File: src/design/srs_pkg.sv
// ----------------------------------------------------------------------------
// srs_pkg
// Types and fixed widths shared by the stable rank sorter modules.
// ----------------------------------------------------------------------------
package srs_pkg;

    localparam int VALUE_W = 32;
    localparam int INDEX_W = 6;
    localparam int COUNT_W = 7;

    typedef struct packed {
        logic [VALUE_W-1:0] sample_value;
        logic               final_sample;
    } sample_t;

    typedef struct packed {
        logic [INDEX_W-1:0] ranked_index;
        logic               final_rank;
        logic               overflow_flag;
    } rank_t;

    // Contents of one cell of the chain
    typedef struct packed {
        logic               valid;
        logic [VALUE_W-1:0] value;
        logic [INDEX_W-1:0] index;
    } cell_t;

    // Command broadcast to every cell
    typedef struct packed {
        logic               insert;
        logic               shift_out;
        logic [VALUE_W-1:0] value;
        logic [INDEX_W-1:0] index;
    } cell_cmd_t;

endpackage

File: src/design/srs_cell.sv
// ----------------------------------------------------------------------------
// srs_cell
// One slot of the insertion chain: holds a value and its arrival index.
// ----------------------------------------------------------------------------
module srs_cell (
    input  logic              clk,
    input  logic              rst_n,
    input  srs_pkg::cell_cmd_t cmd,
    input  srs_pkg::cell_t    prev_cell,
    input  logic              prev_le,
    input  srs_pkg::cell_t    next_cell,
    output srs_pkg::cell_t    cell_q,
    output logic              le
);
    import srs_pkg::*;

    logic               valid_reg;
    logic               valid_next;
    logic [VALUE_W-1:0] value_reg;
    logic [VALUE_W-1:0] value_next;
    logic [INDEX_W-1:0] index_reg;
    logic [INDEX_W-1:0] index_next;

    // Entries that are less than or equal stay put, so ties keep arrival order
    assign le = valid_reg && (value_reg <= cmd.value);

    always_comb
    begin
        valid_next = valid_reg;
        value_next = value_reg;
        index_next = index_reg;
        if (cmd.insert && !le)
        begin
            if (prev_le)
            begin
                // first slot past the smaller or equal entries: take the new value
                valid_next = 1'b1;
                value_next = cmd.value;
                index_next = cmd.index;
            end
            else
            begin
                // open the gap: take the neighbor's entry
                valid_next = prev_cell.valid;
                value_next = prev_cell.value;
                index_next = prev_cell.index;
            end
        end
        else if (cmd.shift_out)
        begin
            valid_next = next_cell.valid;
            value_next = next_cell.value;
            index_next = next_cell.index;
        end
    end

    always_ff @(posedge clk or negedge rst_n)
    begin
        if (!rst_n)
        begin
            valid_reg <= 1'b0;
        end
        else
        begin
            valid_reg <= valid_next;
        end
    end

    always_ff @(posedge clk)
    begin
        value_reg <= value_next;
        index_reg <= index_next;
    end

    assign cell_q.valid = valid_reg;
    assign cell_q.value = value_reg;
    assign cell_q.index = index_reg;

endmodule

File: config.mk
export PLATFORM = sky130hd
export DESIGN_NAME = srs_cell
export DESIGN_NICKNAME = d
export VERILOG_FILES = /design/src/design/srs_pkg.sv /design/src/design/srs_cell.sv
export SDC_FILE = /design/constraint.sdc
export NUM_CORES = 1
export LEC_CHECK = 0
export BUFFER_PORTS_ARGS = -buffer_cell sky130_fd_sc_hd__buf_2
export CAP_MARGIN = 40
export CORE_AREA = 3 3 95 79
export DETAILED_ROUTE_END_ITERATION = 8
export DIE_AREA = 0 0 98 82
export PLACE_DENSITY = 0.79
export SETUP_SLACK_MARGIN = 0.2
export SLEW_MARGIN = 30
export SYNTH_ARGS = -nofsm -noshare
export SYNTH_HDL_FRONTEND = slang
export SYNTH_SLANG_ARGS = --single-unit
File: constraint.sdc
create_clock -name clk -period 4.82 [get_ports clk]
set_clock_uncertainty 0.15 [all_clocks]
set_input_delay 0.482 -clock clk [delete_from_list [all_inputs] [get_ports clk]]
set_output_delay 0.482 -clock clk [all_outputs]
set_load 0.02 [all_outputs]
-- Word level (Yosys, flattened, before mapping)
Index checks and enable logic that the tools add are counted.
- $add $sub $neg: 0
- $mul: 0
- divide/modulo/power cells: 0
- order comparisons: 1
- equal/unequal tests: 0
- shift-type cells: 0
- mux-type cells: 9
- bitwise operators: 0
- reductions and logical operators: 4
- operators with widths (operator ; number):
    32-bit 2-to-1 mux ; 3
    32-bit <= comparator ; 1
    6-bit 2-to-1 mux ; 3
    1-bit 2-to-1 mux ; 3
    1-bit logical AND ; 2
    2-bit nonzero test ; 1
    1-bit zero test ; 1
- register bits after elaboration: 39
- bits in latches: 0
- RAM bits: 0
- memory bits (read-only): 0
- input port bits: 121
- logic and storage cells: 17
- memories: 0

-- Logic depth before layout (Yosys ltp)
- depth in word-level cells: 5
- mapped depth: 10
- depth with buffers taken out: 8

-- Least setup slack after synthesis
No wires, ideal clock.
- path kind: flip-flop to flip-flop
- start: register value_reg[14]
- end: register index_reg[0], enable pin
- arrival: 3.002 ns
- setup slack: 1.270 ns
- cell stages (with the launch flop): 10
- path buffers: 2
- clock period less this slack: 3.550 ns
- cell sequence: edfxtp_1 ha_1 nand4_1 nor4_1 a21boi_0 o31a_1 o31a_1 buf_6 buf_6 or2_1
- word-level cells in the longest chain between the ends: 5
- ends and longest elaborated chain (what ; line ; source):
    start, declared ; srs_cell.sv:19 ; logic [VALUE_W-1:0] value_reg;
    start signal, assigned ; srs_cell.sv:71 ; value_reg <= value_next;
    32-bit <= comparator ; srs_cell.sv:25 ; assign le = valid_reg && (value_reg <= cmd.value);
    1-bit logical AND ; srs_cell.sv:25 ;
    1-bit zero test ; srs_cell.sv:32 ; if (cmd.insert && !le)
    1-bit logical AND ; srs_cell.sv:32 ;
    2-bit nonzero test (no source line) ; n/a ;
    end signal, assigned ; srs_cell.sv:72 ; index_reg <= index_next;
    end, declared ; srs_cell.sv:21 ; logic [INDEX_W-1:0] index_reg;
No other way between the ends.
A chain may end at the register's enable or synchronous reset.

-- Final worst setup path
- start: register value_reg[14]
- end: register value_reg[19] (data pin)
- word-level cells in the longest chain between the ends: 5
- ends and longest elaborated chain (what ; line ; source):
    32-bit <= comparator ; srs_cell.sv:25 ;
    1-bit logical AND ; srs_cell.sv:25 ;
    1-bit zero test ; srs_cell.sv:32 ;
    1-bit logical AND ; srs_cell.sv:32 ;
    32-bit 2-to-1 mux ; srs_cell.sv:32 ;
    named net value_next[19] ; srs_cell.sv:20 ; logic [VALUE_W-1:0] value_next;
The timed path passes the listed nets, and every way through them passes these cells.

==> flow_summary.ini <==
[outcome]
outcome = finished clean

[route]
routed_wirelength_um = 7795
wl_per_cell_um = 14.62
ant_nets = 0
drc_errors = 0
vias_per_cell = 5.026
first_iter_violations = 85
drtPass1Iterations = 5
vias = 2679

[timing]
finalSetupViolations = 0
tns_ns = 0
fin_ws_ns = 1.461
worst_slew_pin_slew_ns = 0.5488
max_freq_ghz = 0.2977
finalHoldViolCount = 0
rsz0062_at_grt = false
worst_hold_slack_ns = 0.3312
drv_slew = 0
timing.final.crit_share_pct = 69.70
fin_crit_ns = 3.359
slew_headroom_pct = 63.42

[synth]
syn_nets = 439
netlist_area_um2 = 2930
synth.distinct_cells = 34
syn_avg_cell_area_um2 = 10.25
synth_warnings = 0
synth_edf_count = 38
netlist_instances = 286
ys_async_sr_fraction_pct = 2.564
synth_flop_cell = edfxtp_1
yosysSeqAreaShare_pct = 39.80
ys_ff_latch = 39

[floorplan]
initial_core_util_pct = 43.59
die-area_um2 = 8036
die_y_um = 82
core_um2 = 6723
io_pins = 161
rows = 27
die_w_um = 98

[global_route]
grt_pass1_wl_um = 11670
first_global_vias = 2499
grt-ovfl-total = 0
antenna_found_initial = 0
track_usage_pct = 18.09
grt_max_degree = 49

[cells_and_area]
largest_reg_flops = 32
area_growth_pct = 35.10
final_common_cell = buf_2
layout_common_cells = buf_2 (160), a21oi_1 (44), edfxtp_1 (38)
layout.nets = 598
drive_gt1_share_pct = 48.88
diodes = 0

[worst_setup_path]
crit_required_ns = 4.72
crit_path_start_kind = flip-flop
cp-end-kind = flip-flop
path_class = flip-flop to flip-flop
arrival_ns = 3.26
critPathMaxFanout = 38
regToRegSetupSlack_ns = 1.46

[power]
powerDensity_nw_per_um2 = 300.7
finalPower_uw = 1190
p_leak_uw = 0.001953
peakVddDrop_uv = 172.6

[placed_design]
port_buffers = 160
place.gp.congestion = 0.7999
preCtsSetupSlack_ns = 1.291
dp_hpwl_um = 6229

[clock_network]
cts_resized = 0
h-tree-depth = 2
clkLatencyLatePin_ns = 0.30
cts_sinks = 39
post_cts_buffers = 0
holdBufCountCts = 1
cts_tree = done
cts.clk_slew.worst_paths_ns = 0.08
cts_root_buf = clkbuf_8
cts-buffers-inserted = 5
clockBufferDepth = 2

[min_path]
min_path_type = input pin to async pin

[run]
cap_violations = 0
[cell type report]
type                       count  area (um2)
fill                         603        2764
multi-input combinational    201        1572
sequential                    39        1166
timing repair buffer         165       880.8
inverter                      33       123.9
tap                           87       108.9
clock buffer                   5       68.82
clock inverter                 3       38.79
[cells by family after synthesis]
logic type	after synthesis	share of synthesized area, %
AOI/OAI and AO/OA	62	11.91
adders and majority gates	32	13.66
buffers and inverters	46	6.618
DFF	39	39.79
muxes	45	18.45
and+or+nand+nor	62	9.565
[worst max-delay path, stage by stage (launching register included)]
cell	delay [ns]
edfxtp_1	0.41
ha_1	0.34
nand4_1	0.19
nor4_1	0.51
a21boi_0	0.25
o31a_1	0.21
o31a_2	0.15
buf_4	0.47
mux2_2	0.41
[metrics by stage]
stage / instances / util [%] / cell area (um2)
after floorplan: 286 / - / 2930
after global placement: 522 / 56.32 / 3786
after detailed placement: 523 / 56.73 / 3814
after CTS: 532 / 58.48 / 3931
after global routing: 533 / 58.89 / 3959
final: 533 / 58.89 / 3959
[power breakdown]
| part | internal [uW] | switching, uW |
|---|---|---|
| clock network | 152 | 119 |
| registers | 444 | 28.1 |
| logic | 203 | 244 |
[final timing paths]
kind,start,to,depth (start not counted)
max reg2reg,value_reg[14],value_reg[19],8
min,rst_n,valid_reg,2
min in group clk,next_cell[2],index_reg[2],2
min reg2reg,valid_reg,valid_reg,1
max,value_reg[14],value_reg[19],8
max in group asynchronous,rst_n,valid_reg,2
[per-layer routing]
layer	wire length (um)	vias up	GRT usage [%]
met3	569	11	4.754
met5	0	-	0
met4	102	0	4.979
met1	3266	1212	22.79
li1	-	1353	-
met2	3856	103	31.05
[synth_stat cells (all sizes together), types with 2 or more instances]
library cell,n,share of area [%]
a21oi,44,7.5
buf,5,1.4
clkbuf,8,1.0
edfxtp,38,39
ha,32,14
inv,33,4.2
mux2,45,18
nand2,7,0.90
nand3,4,0.68
nand4,6,1.3
nor2,35,4.5
nor2b,2,0.43
nor4,2,0.43
o211ai,2,0.51
o21ai,6,1.0
o31a,2,0.60
No activity file was read; power rests on OpenSTA's default activity.
